**src/hw/rtl/pwmsv_pkg.sv**
```systemverilog
// Shared types and constants for the PWM to stepper valve positioner.
// Used by every RTL module of the block; depends on nothing.
package pwmsv_pkg;

    localparam int MAX_STEPS_W   = 7;
    localparam int HALF_PERIOD_W = 16;
    localparam int PWM_W         = 8;
    localparam int POS_W         = 8;
    localparam int APB_ADDR_W    = 3;
    localparam int APB_DATA_W    = 32;

    localparam logic [MAX_STEPS_W-1:0]   MAX_STEPS_RST   = 7'd50;
    localparam logic [HALF_PERIOD_W-1:0] HALF_PERIOD_RST = 16'd800;

    localparam logic OP_TICK   = 1'b0;
    localparam logic OP_SAMPLE = 1'b1;

    localparam logic REG_MAX_STEPS   = 1'b0;
    localparam logic REG_HALF_PERIOD = 1'b1;

    typedef logic signed [POS_W-1:0] t_pos;

    typedef struct packed {
        logic step_level;
        logic dir_level;
        t_pos position;
        logic busy_res;
        logic accepted;
    } t_result;

endpackage

```
**src/hw/rtl/pwm_to_stepper_valve_positioner.sv**
```systemverilog
// An accepted input transaction passes through the input register, then the result register.
// Throughput: one transaction per cycle while results are taken; the move state updates with each one.
// The input register advances whenever it is empty or the result register is empty or being taken.
// Reset (synchronous, active low) clears position, target, timer and levels to zero,
// empties both registers, and loads max_steps = 50 and half_period_ticks = 800.
// Top level; depends on pwmsv_pkg, pwmsv_target and pwmsv_motion.
module pwm_to_stepper_valve_positioner (
    input  logic                                 i_clk,
    input  logic                                 i_rst_n,
    input  logic                                 i_valid,
    output logic                                 o_ready,
    input  logic                                 i_op,
    input  logic [pwmsv_pkg::PWM_W-1:0]          i_pwm_heat,
    input  logic [pwmsv_pkg::PWM_W-1:0]          i_pwm_cold,
    output logic                                 o_valid,
    input  logic                                 i_ready,
    output logic                                 o_step_level,
    output logic                                 o_dir_level,
    output logic signed [pwmsv_pkg::POS_W-1:0]   o_position,
    output logic                                 o_busy_res,
    output logic                                 o_accepted,
    input  logic                                 psel,
    input  logic                                 penable,
    input  logic                                 pwrite,
    input  logic [pwmsv_pkg::APB_ADDR_W-1:0]     paddr,
    input  logic [pwmsv_pkg::APB_DATA_W-1:0]     pwdata,
    output logic [pwmsv_pkg::APB_DATA_W-1:0]     prdata,
    output logic                                 pready
);

    logic [pwmsv_pkg::MAX_STEPS_W-1:0]    r_max_steps;
    logic [pwmsv_pkg::HALF_PERIOD_W-1:0]  r_half_period;
    logic                                 cfg_wr;

    logic                                 r_in_valid;
    logic                                 r_in_op;
    logic [pwmsv_pkg::PWM_W-1:0]          r_in_heat;
    logic [pwmsv_pkg::PWM_W-1:0]          r_in_cold;
    logic                                 r_out_valid;
    pwmsv_pkg::t_result                   r_out;
    pwmsv_pkg::t_result                   n_result;
    pwmsv_pkg::t_pos                      target;
    logic                                 advance;

    assign pready = 1'b1;
    assign cfg_wr = psel && penable && pwrite && pready;

    always_ff @(posedge i_clk) begin
        if (!i_rst_n) begin
            r_max_steps   <= pwmsv_pkg::MAX_STEPS_RST;
            r_half_period <= pwmsv_pkg::HALF_PERIOD_RST;
        end else if (cfg_wr) begin
            case (paddr[2])
                pwmsv_pkg::REG_MAX_STEPS: begin
                    r_max_steps <= pwdata[pwmsv_pkg::MAX_STEPS_W-1:0];
                end
                pwmsv_pkg::REG_HALF_PERIOD: begin
                    r_half_period <= pwdata[pwmsv_pkg::HALF_PERIOD_W-1:0];
                end
                default: begin
                    r_max_steps <= r_max_steps;
                end
            endcase
        end
    end

    always_comb begin
        case (paddr[2])
            pwmsv_pkg::REG_MAX_STEPS:   prdata = {25'd0, r_max_steps};
            pwmsv_pkg::REG_HALF_PERIOD: prdata = {16'd0, r_half_period};
            default:                    prdata = '0;
        endcase
    end

    assign advance = !r_out_valid || i_ready;
    assign o_ready = !r_in_valid || advance;

    always_ff @(posedge i_clk) begin
        if (!i_rst_n) begin
            r_in_valid <= 1'b0;
        end else if (o_ready) begin
            r_in_valid <= i_valid;
        end
    end

    always_ff @(posedge i_clk) begin
        if (o_ready && i_valid) begin
            r_in_op   <= i_op;
            r_in_heat <= i_pwm_heat;
            r_in_cold <= i_pwm_cold;
        end
    end

    pwmsv_target u_target (
        .i_pwm_heat  (r_in_heat),
        .i_pwm_cold  (r_in_cold),
        .i_max_steps (r_max_steps),
        .o_target    (target)
    );

    pwmsv_motion u_motion (
        .i_clk         (i_clk),
        .i_rst_n       (i_rst_n),
        .i_en          (advance && r_in_valid),
        .i_op          (r_in_op),
        .i_target      (target),
        .i_half_period (r_half_period),
        .o_result      (n_result)
    );

    always_ff @(posedge i_clk) begin
        if (!i_rst_n) begin
            r_out_valid <= 1'b0;
        end else if (advance) begin
            r_out_valid <= r_in_valid;
        end
    end

    always_ff @(posedge i_clk) begin
        if (advance && r_in_valid) begin
            r_out <= n_result;
        end
    end

    assign o_valid      = r_out_valid;
    assign o_step_level = r_out.step_level;
    assign o_dir_level  = r_out.dir_level;
    assign o_position   = r_out.position;
    assign o_busy_res   = r_out.busy_res;
    assign o_accepted   = r_out.accepted;

endmodule

```
**src/hw/rtl/pwmsv_target.sv**
```systemverilog
// Target computation: scales one PWM duty by max_steps and divides by 255.
// Depends on pwmsv_pkg.
module pwmsv_target (
    input  logic [pwmsv_pkg::PWM_W-1:0]       i_pwm_heat,
    input  logic [pwmsv_pkg::PWM_W-1:0]       i_pwm_cold,
    input  logic [pwmsv_pkg::MAX_STEPS_W-1:0] i_max_steps,
    output pwmsv_pkg::t_pos                   o_target
);

    logic                                                heat_only;
    logic                                                cold_only;
    logic [pwmsv_pkg::PWM_W-1:0]                         duty;
    logic [pwmsv_pkg::PWM_W+pwmsv_pkg::MAX_STEPS_W-1:0]  product;
    logic [pwmsv_pkg::PWM_W+pwmsv_pkg::MAX_STEPS_W:0]    sum;
    logic [pwmsv_pkg::MAX_STEPS_W-1:0]                   mag;
    pwmsv_pkg::t_pos                                     mag_s;

    assign heat_only = (i_pwm_heat != '0) && (i_pwm_cold == '0);
    assign cold_only = (i_pwm_cold != '0) && (i_pwm_heat == '0);
    assign duty      = heat_only ? i_pwm_heat : i_pwm_cold;
    assign product   = duty * i_max_steps;

    // Exact floor division by 255 for every product that the duty and max_steps can give (at most 255 * 127).
    assign sum   = {1'b0, product} + 16'd1 + {8'd0, product[14:8]};
    assign mag   = sum[14:8];
    assign mag_s = $signed({1'b0, mag});

    always_comb begin
        if (heat_only) begin
            o_target = mag_s;
        end else if (cold_only) begin
            o_target = -mag_s;
        end else begin
            o_target = '0;
        end
    end

endmodule

```
**src/hw/rtl/pwmsv_motion.sv**
```systemverilog
// Move state: position, target, half period timer, step/dir levels and the moving flag.
// Computes the result of one transaction. Depends on pwmsv_pkg.
module pwmsv_motion (
    input  logic                                 i_clk,
    input  logic                                 i_rst_n,
    input  logic                                 i_en,
    input  logic                                 i_op,
    input  pwmsv_pkg::t_pos                      i_target,
    input  logic [pwmsv_pkg::HALF_PERIOD_W-1:0]  i_half_period,
    output pwmsv_pkg::t_result                   o_result
);

    pwmsv_pkg::t_pos                      r_pos, n_pos;
    pwmsv_pkg::t_pos                      r_tgt, n_tgt;
    logic [pwmsv_pkg::HALF_PERIOD_W-1:0]  r_timer, n_timer;
    logic                                 r_step, n_step;
    logic                                 r_dir, n_dir;
    logic                                 r_moving, n_moving;
    logic                                 accepted;
    logic [pwmsv_pkg::HALF_PERIOD_W-1:0]  reload;
    pwmsv_pkg::t_pos                      stepped;

    assign reload  = (i_half_period == '0) ? 16'd1 : i_half_period;
    assign stepped = r_dir ? (r_pos + 8'sd1) : (r_pos - 8'sd1);

    always_comb begin
        n_pos    = r_pos;
        n_tgt    = r_tgt;
        n_timer  = r_timer;
        n_step   = r_step;
        n_dir    = r_dir;
        n_moving = r_moving;
        accepted = 1'b0;
        if (i_op == pwmsv_pkg::OP_TICK) begin
            if (r_moving) begin
                if (r_timer > 16'd1) begin
                    n_timer = r_timer - 16'd1;
                end else if (r_step) begin
                    n_step  = 1'b0;
                    n_timer = reload;
                end else begin
                    n_pos = stepped;
                    if (stepped == r_tgt) begin
                        n_moving = 1'b0;
                        n_timer  = '0;
                    end else begin
                        n_step  = 1'b1;
                        n_timer = reload;
                    end
                end
            end
        end else if (!r_moving) begin
            accepted = 1'b1;
            n_tgt    = i_target;
            if (i_target != r_pos) begin
                n_dir    = (i_target > r_pos);
                n_moving = 1'b1;
                n_step   = 1'b1;
                n_timer  = reload;
            end
        end
    end

    always_ff @(posedge i_clk) begin
        if (!i_rst_n) begin
            r_pos    <= '0;
            r_tgt    <= '0;
            r_timer  <= '0;
            r_step   <= 1'b0;
            r_dir    <= 1'b0;
            r_moving <= 1'b0;
        end else if (i_en) begin
            r_pos    <= n_pos;
            r_tgt    <= n_tgt;
            r_timer  <= n_timer;
            r_step   <= n_step;
            r_dir    <= n_dir;
            r_moving <= n_moving;
        end
    end

    assign o_result.step_level = n_step;
    assign o_result.dir_level  = n_dir;
    assign o_result.position   = n_pos;
    assign o_result.busy_res   = n_moving;
    assign o_result.accepted   = accepted;

endmodule

```
**config.mk**
```make
export PLATFORM = sky130hd
export DESIGN_NAME = pwm_to_stepper_valve_positioner
export DESIGN_NICKNAME = d
export VERILOG_FILES = /design/src/hw/rtl/pwmsv_pkg.sv /design/src/hw/rtl/pwm_to_stepper_valve_positioner.sv /design/src/hw/rtl/pwmsv_target.sv /design/src/hw/rtl/pwmsv_motion.sv
export SDC_FILE = /design/constraint.sdc
export NUM_CORES = 1
export LEC_CHECK = 0
export ABC_AREA = 1
export BUFFER_PORTS_ARGS = -buffer_cell sky130_fd_sc_hd__buf_4
export CORE_ASPECT_RATIO = 1.25
export CORE_UTILIZATION = 64
export DETAILED_ROUTE_END_ITERATION = 16
export MAX_ROUTING_LAYER = met4
export PLACE_DENSITY = 0.87
export SLEW_MARGIN = 40
export SYNTH_ARGS = -nofsm -noshare
export SYNTH_HDL_FRONTEND = slang
export SYNTH_HIERARCHICAL = 1
export SYNTH_SLANG_ARGS = --single-unit
```
**constraint.sdc**
```tcl
create_clock -name i_clk -period 17.05 [get_ports i_clk]
set_clock_uncertainty 0.15 [all_clocks]
set_input_delay 1.705 -clock i_clk [delete_from_list [all_inputs] [get_ports i_clk]]
set_output_delay 1.705 -clock i_clk [all_outputs]
set_load 0.02 [all_outputs]
```
Yosys cells after proc, flatten, opt, wreduce, memory -nomap -nowiden:

Cells that the tools add are included.

* add/subtract/negate cells: 6
* $mul: 1
* $lt $le $gt $ge: 2
* equal/unequal tests: 3
* muxes and demuxes: 34
* bitwise gates (word level): 2
* reduce and logical (&&, ||, !) cells: 21

Operator list (count)
* $mux W16: 8
* $mux W8: 8
* $pmux W32 S2: 1
* $mux W1: 17
* $gt A16 B1 Y1 const B: 1
* $logic_not A16 Y1: 1
* $logic_not A8 Y1: 2
* $reduce_bool A8 Y1: 2
* $sub A16 B1 Y16 const B: 1
* $add A15 B1 Y15 const B: 1
* $add A15 B7 Y15: 1
* $mul A8 B7 Y15: 1
* $add A8 B2 Y8 const B: 1
* $eq A8 B8 Y1: 1
* $gt A8 B8 Y1: 1
* $ne A8 B8 Y1: 1
* $neg A7 Y8: 1
* $sub A8 B2 Y8 const B: 1
* $logic_and A1 B1 Y1: 6
* $reduce_and A2 Y1: 2
* $reduce_and A4 Y1: 1
* $reduce_bool A2 Y1: 2
* $reduce_and A3 Y1: 1
* $logic_not A1 Y1: 2
* other kinds (3): 5

* register bits: 89
* output and inout bits: 47

Logic depth before layout (Yosys ltp):

* word-level depth: 13
* mapped depth: 55
* mapped depth without buffers: 54

Cells and area by module:

The synthesis kept the hierarchy.

By module, submodules not included
* pwmsv_motion: times used 1, cells an instance 495, area each 3051.7 µm², sequential area each 700.7 µm²
* pwmsv_target: times used 1, cells an instance 454, area each 2941.6 µm², sequential area each 0.0 µm²
* pwm_to_stepper_valve_positioner: times used 1, cells an instance 238, area each 2182.1 µm², sequential area each 1371.3 µm²

Worst setup path after synthesis:

Ideal clock, no wire load.

* path kind: reg2reg
* from: register r_in_heat[2] (netlist bit)
* to: register u_motion/r_timer[11] (netlist bit)
* data arrival time: 7698 ps
* required time: 16830 ps
* setup slack: 9132 ps
* cell stages (with the launch flop): 49
* path buffers: 2
* cell sequence: edfxtp_1 -> inv_1 -> nand2_1 -> nor2_1 -> nand2_1 -> nand2_1 -> clkbuf_1 -> inv_1 -> o21ai_1 -> nor2_1 -> fa_1 -> fa_1 -> fa_1 -> inv_1 -> fa_1 -> inv_1 -> ha_1 -> a21oi_2 -> (+13 left out) -> nand2_2 -> nand2_4 -> ha_1 -> inv_1 -> nor2_1 -> nor2_1 -> o21ai_0 -> o21ai_0 -> ha_1 -> nand2_1 -> nor2_1 -> nand4_1 -> nand2_1 -> inv_1 -> o21ai_1 -> clkbuf_1 -> nand2_1 -> a21oi_2

* cells in the longest elaborated chain, start to end: 12
* elaborated cells between the ends (all ways): 14

Ends and longest elaborated chain
* start: declaration: line pwm_to_stepper_valve_positioner.sv:37 `logic [pwmsv_pkg::PWM_W-1:0] r_in_heat;`
* start signal: assignment: line pwm_to_stepper_valve_positioner.sv:89 `r_in_heat <= i_pwm_heat;`
* $reduce_bool A8 Y1: line pwmsv_target.sv:18 `assign heat_only = (i_pwm_heat != '0) && (i_pwm_cold == '0);`
* $logic_and A1 B1 Y1: line pwmsv_target.sv:18
* $mux W8: line pwmsv_target.sv:20 `assign duty = heat_only ? i_pwm_heat : i_pwm_cold;`
* $mul A8 B7 Y15: line pwmsv_target.sv:21 `assign product = duty * i_max_steps;`
* $add A15 B1 Y15: line pwmsv_target.sv:24 `assign sum = {1'b0, product} + 16'd1 + {8'd0, product[14:8]};`
* $add A15 B7 Y15: line pwmsv_target.sv:24
* $neg A7 Y8: line pwmsv_target.sv:32 `o_target = -mag_s;`
* $mux W8: line pwmsv_target.sv:31 `end else if (cold_only) begin`
* $mux W8 *: line pwmsv_target.sv:29 `if (heat_only) begin`
* net target[2]: line pwm_to_stepper_valve_positioner.sv:42 `pwmsv_pkg::t_pos target;`
* $ne A8 B8 Y1 *: line pwmsv_motion.sv:55 `if (i_target != r_pos) begin`
* $reduce_bool A2 Y1 (no line) *
* $reduce_and A4 Y1 (no line) *
* end signal: assignment: line pwmsv_motion.sv:75 `r_timer <= n_timer;`
* end: declaration: line pwmsv_motion.sv:15 `logic [pwmsv_pkg::HALF_PERIOD_W-1:0] r_timer, n_timer;`

Mark *: on every way through the listed nets, which the timed path passes. The rest lies on a longest branch.
A chain may end at the register's enable or synchronous reset.

Worst setup path after layout:

* from: register r_in_heat[3] (netlist bit)
* to: register u_motion/r_timer[0] (netlist bit)

The elaborated chain is that of the path after synthesis.

==> run metrics <==
outcome=finished, final reports clean; Worst Path Required=17.13 ns; Post-CTS Setup Repair Bufs=0; Final HPWL DP=14900 um; Netlist cell types=46; Syn Inst Count=1187; mux contribution to synthesized area=0%; VDD IR max=58.1 uV; Critical Path End Type=register; reg2reg end=u_motion/r_timer[0]; LEAKAGE=4.76 nW; Die Y=128 um; row count=45; Fin Setup TNS=0 ns; Compound-Gate Fraction of Synth Area=9.17%; Clk pwr share=21.5%; via count=7505; Reg-to-Reg Start=r_in_heat[3]; vias per std cell=5.32; Hold Slack=0.333 ns; antenna violations before repair=0; clock sinks=89; Core Area=0.0123 mm2; DRT iter0 DRCs=525; Yosys top cell area share=14.7%; Worst Tran Pin Value=0.816 ns; reg2reg path depth=48; Post-route DRC=0; starting density of the core=66.6%; adder-cell share of the synthesized area=15.8%; Seq/Total Area, Yosys=25.3%; Hold Path Depth=2; Reg clk slew, reported paths=0.07 ns; combinational share of power=53.9%; sequential share of power=24.6%; worst min path class=register to register; ys async rst share=0%; Ports=106; Clock Latency Late Sink=0.34 ns; Die Area=0.0132 mm2; Post-Syn Area=0.00818 mm2; Synth Area in XOR/XNOR=2.14%; Num CTS Buffers=9; setup violators final=0; syn_area_per_cell=6.89 um2; pin count of the biggest net entering global routing=36; number of flops mapped to enable cells by yosys=29; RSZ-0062 raised after global routing=false; PwrDens=109 mW/mm2; Post-CTS Resized=0; fin crit share=55.5%; hold_sp=r_in_valid; Hold Fails Final Rpt=0; Fillers=967; global-route wire length before repair=30800 um; max-slew violations=0; n_diodes=0; routability cong.=0.945; maximum fanout along the worst path=31; WL/cell=13.5 um; critical path class=register to register; root buffer cell=clkbuf_16; MaxCap Viol Count=0; sw frac=44.7%; ANT nets after route=0; largest family of logic cells by synthesized area=simple AND/OR/NAND/NOR gates; Seq. cell area=0.00207 mm2; number of global-route vias before repair=6822; Syn-to-layout area delta=10.2%; hold endpoint=o_valid; slowest stage delay, CP=0.62 ns; CTS H-tree lvls=3; Ys Warns=6; fin nets=1385; chip width=103 um; Synth Area in Simple Gates=34.6%; drt first pass iters=5; GRT Residual Overflow=0; prevailing post-synth register cell=dfxtp_1; Critical Path Slowest Stage Cell=o21ai_1; Bufs on Longest Clock Path=2; fraction of final layout cells sized beyond drive strength 1=16.4%; Fmax achieved=106 MHz; Period minus WS final=9.46 ns; hold buffers post-CTS=0; CTS tree=built; input/output buffers=70; Yosys reg bits=89; DRT Wirelength=19100 um; GRT Util Overall=30.7%; Multi-input gate area=0.00511 mm2; top cells by area, synth=dfxtp_1 (15%), nand2_1 (13%), edfxtp_1 (11%), inv_1 (8.8%), ha_1 (8.4%); P_sw=0.437 mW; Worst Path Arrival=9.53 ns; Int Pwr=0.542 mW; CP startpoint kind=register; largest area contributor in the netlist=dfxtp_1; Slew headroom=45.6%; FF-to-FF setup slack=7.59 ns
## synthesized netlist by cell type (20+ instances only)
cell type / count
inv_1: 191
o21ai_0: 34
nor2_1: 155
ha_1: 55
nand2_2: 30
dfxtp_1: 60
fa_1: 30
buf_4: 22
nor2_2: 20
nand2_1: 284
a21oi_1: 59
nand3_1: 73
edfxtp_1: 29
## flip-flops by register name (all words and copies together), names as in the netlist
name and count:
u_motion/r_tgt 8, o_valid 1, r_in_cold 8, o_position 8, r_in_op 1, o_step_level 1, r_in_heat 8, r_half_period 16
r_max_steps 7, o_dir_level 1, u_motion/r_timer 16, r_in_valid 1, o_accepted 1, o_busy_res 1, u_motion/r_dir 1, u_motion/r_step 1
u_motion/r_moving 1, u_motion/r_pos 8
## critical path, delay by kind of cell (launching register included)
family	cells	cell delay, ns
adder cells (fa/ha/maj)	8	3.32
AND/OR/NAND/NOR	21	2.51
AO/OA/AOI/OAI	9	1.64
buffers and inverters	9	0.99
flip-flops	1	0.37
XOR/XNOR	1	0.33
## cells in the final DEF, fill, tap and decap left out, types with 2 or more instances in the layout
cell / netlist / final
nand3_2: 13 / 13
nand2_1: 284 / 284
nor3_1: 5 / 5
a31oi_1: 2 / 2
a21oi_1: 59 / 59
dfxtp_1: 60 / 60
nand2_4: 10 / 10
nor2_1: 155 / 155
nor2_4: 2 / 2
conb_1: 2 / 17
inv_2: 7 / 7
o21ai_2: 8 / 9
clkbuf_16: 0 / 10
nand3_1: 73 / 73
nor4_1: 3 / 3
xor2_1: 12 / 12
nand4_1: 11 / 11
fa_1: 30 / 30
nand2_2: 30 / 30
o21ai_0: 34 / 34
clkinv_2: 0 / 2
inv_1: 191 / 191
nand3b_1: 2 / 2
a21oi_2: 13 / 13
o21ai_1: 7 / 6
ha_1: 55 / 55
inv_4: 1 / 3
o21bai_1: 3 / 3
or2_2: 3 / 3
buf_4: 22 / 72
xnor2_1: 8 / 8
nor2_2: 20 / 20
edfxtp_1: 29 / 29
## worst max-delay path by stage
stage | from | endpoint | slack, ns | depth (start not counted)
detailed placement | r_in_heat[3] | u_motion/r_timer[0] | 7.77 | 48
global placement | r_in_heat[2] | u_motion/r_timer[0] | 7.93 | 48
finish | r_in_heat[3] | u_motion/r_timer[0] | 7.59 | 48
floorplan | r_in_heat[2] | u_motion/r_timer[11] | 9.13 | 48
global route | r_in_heat[1] | u_motion/r_timer[0] | 7.09 | 48
CTS | r_in_heat[3] | u_motion/r_timer[0] | 7.72 | 48
## stage by stage
stage                     setup WS [ns]  total power [mW]  cell area [um2]  std cells  utilization (%)
after global placement             7.93             0.753             8690       1394             70.8
after global routing               7.09              1.05             9010       1410             73.4
after CTS                          7.72             0.979             9010       1410             73.4
final                              7.59             0.979             9010       1410             73.4
after detailed placement           7.77             0.765             8690       1394             70.8
after floorplan                    9.13             0.674             8230       1202                -
## cells by family (layout without fill, tap and decap cells)
kind of cell    count (synthesis)  count (layout)
simple gates                  617             617
buf+inv                       245             289
compound gates                129             129
flops                          89              89
fa+ha+maj                      85              85
xor+xnor                       20              20
other cells                     2              17
## layout make-up
class                           instances  area share (%)
Multi-Input combinational cell        868            56.7
Sequential cell                        89            23.0
Inverter                              201            8.47
Timing Repair Buffer                   72            6.00
Clock buffer                           11            2.93
Tap cell                              164            2.28
Clock inverter                          5           0.625
## power groups by stage
stage,clock network (mW),logic [mW],registers [mW]
floorplan,0,0.429,0.245
global placement,0,0.508,0.245
detailed placement,0,0.520,0.245
CTS,0.213,0.526,0.240
global route,0.222,0.588,0.242
finish,0.211,0.528,0.240
## layer usage
metal	GRT usage, %	part of all wire (%)
met1	34.6	40
met2	54.2	53
met3	3.80	4.2
met4	12.4	3.1
met5	-	0
Note: power is estimated with default switching activity, not from simulation.
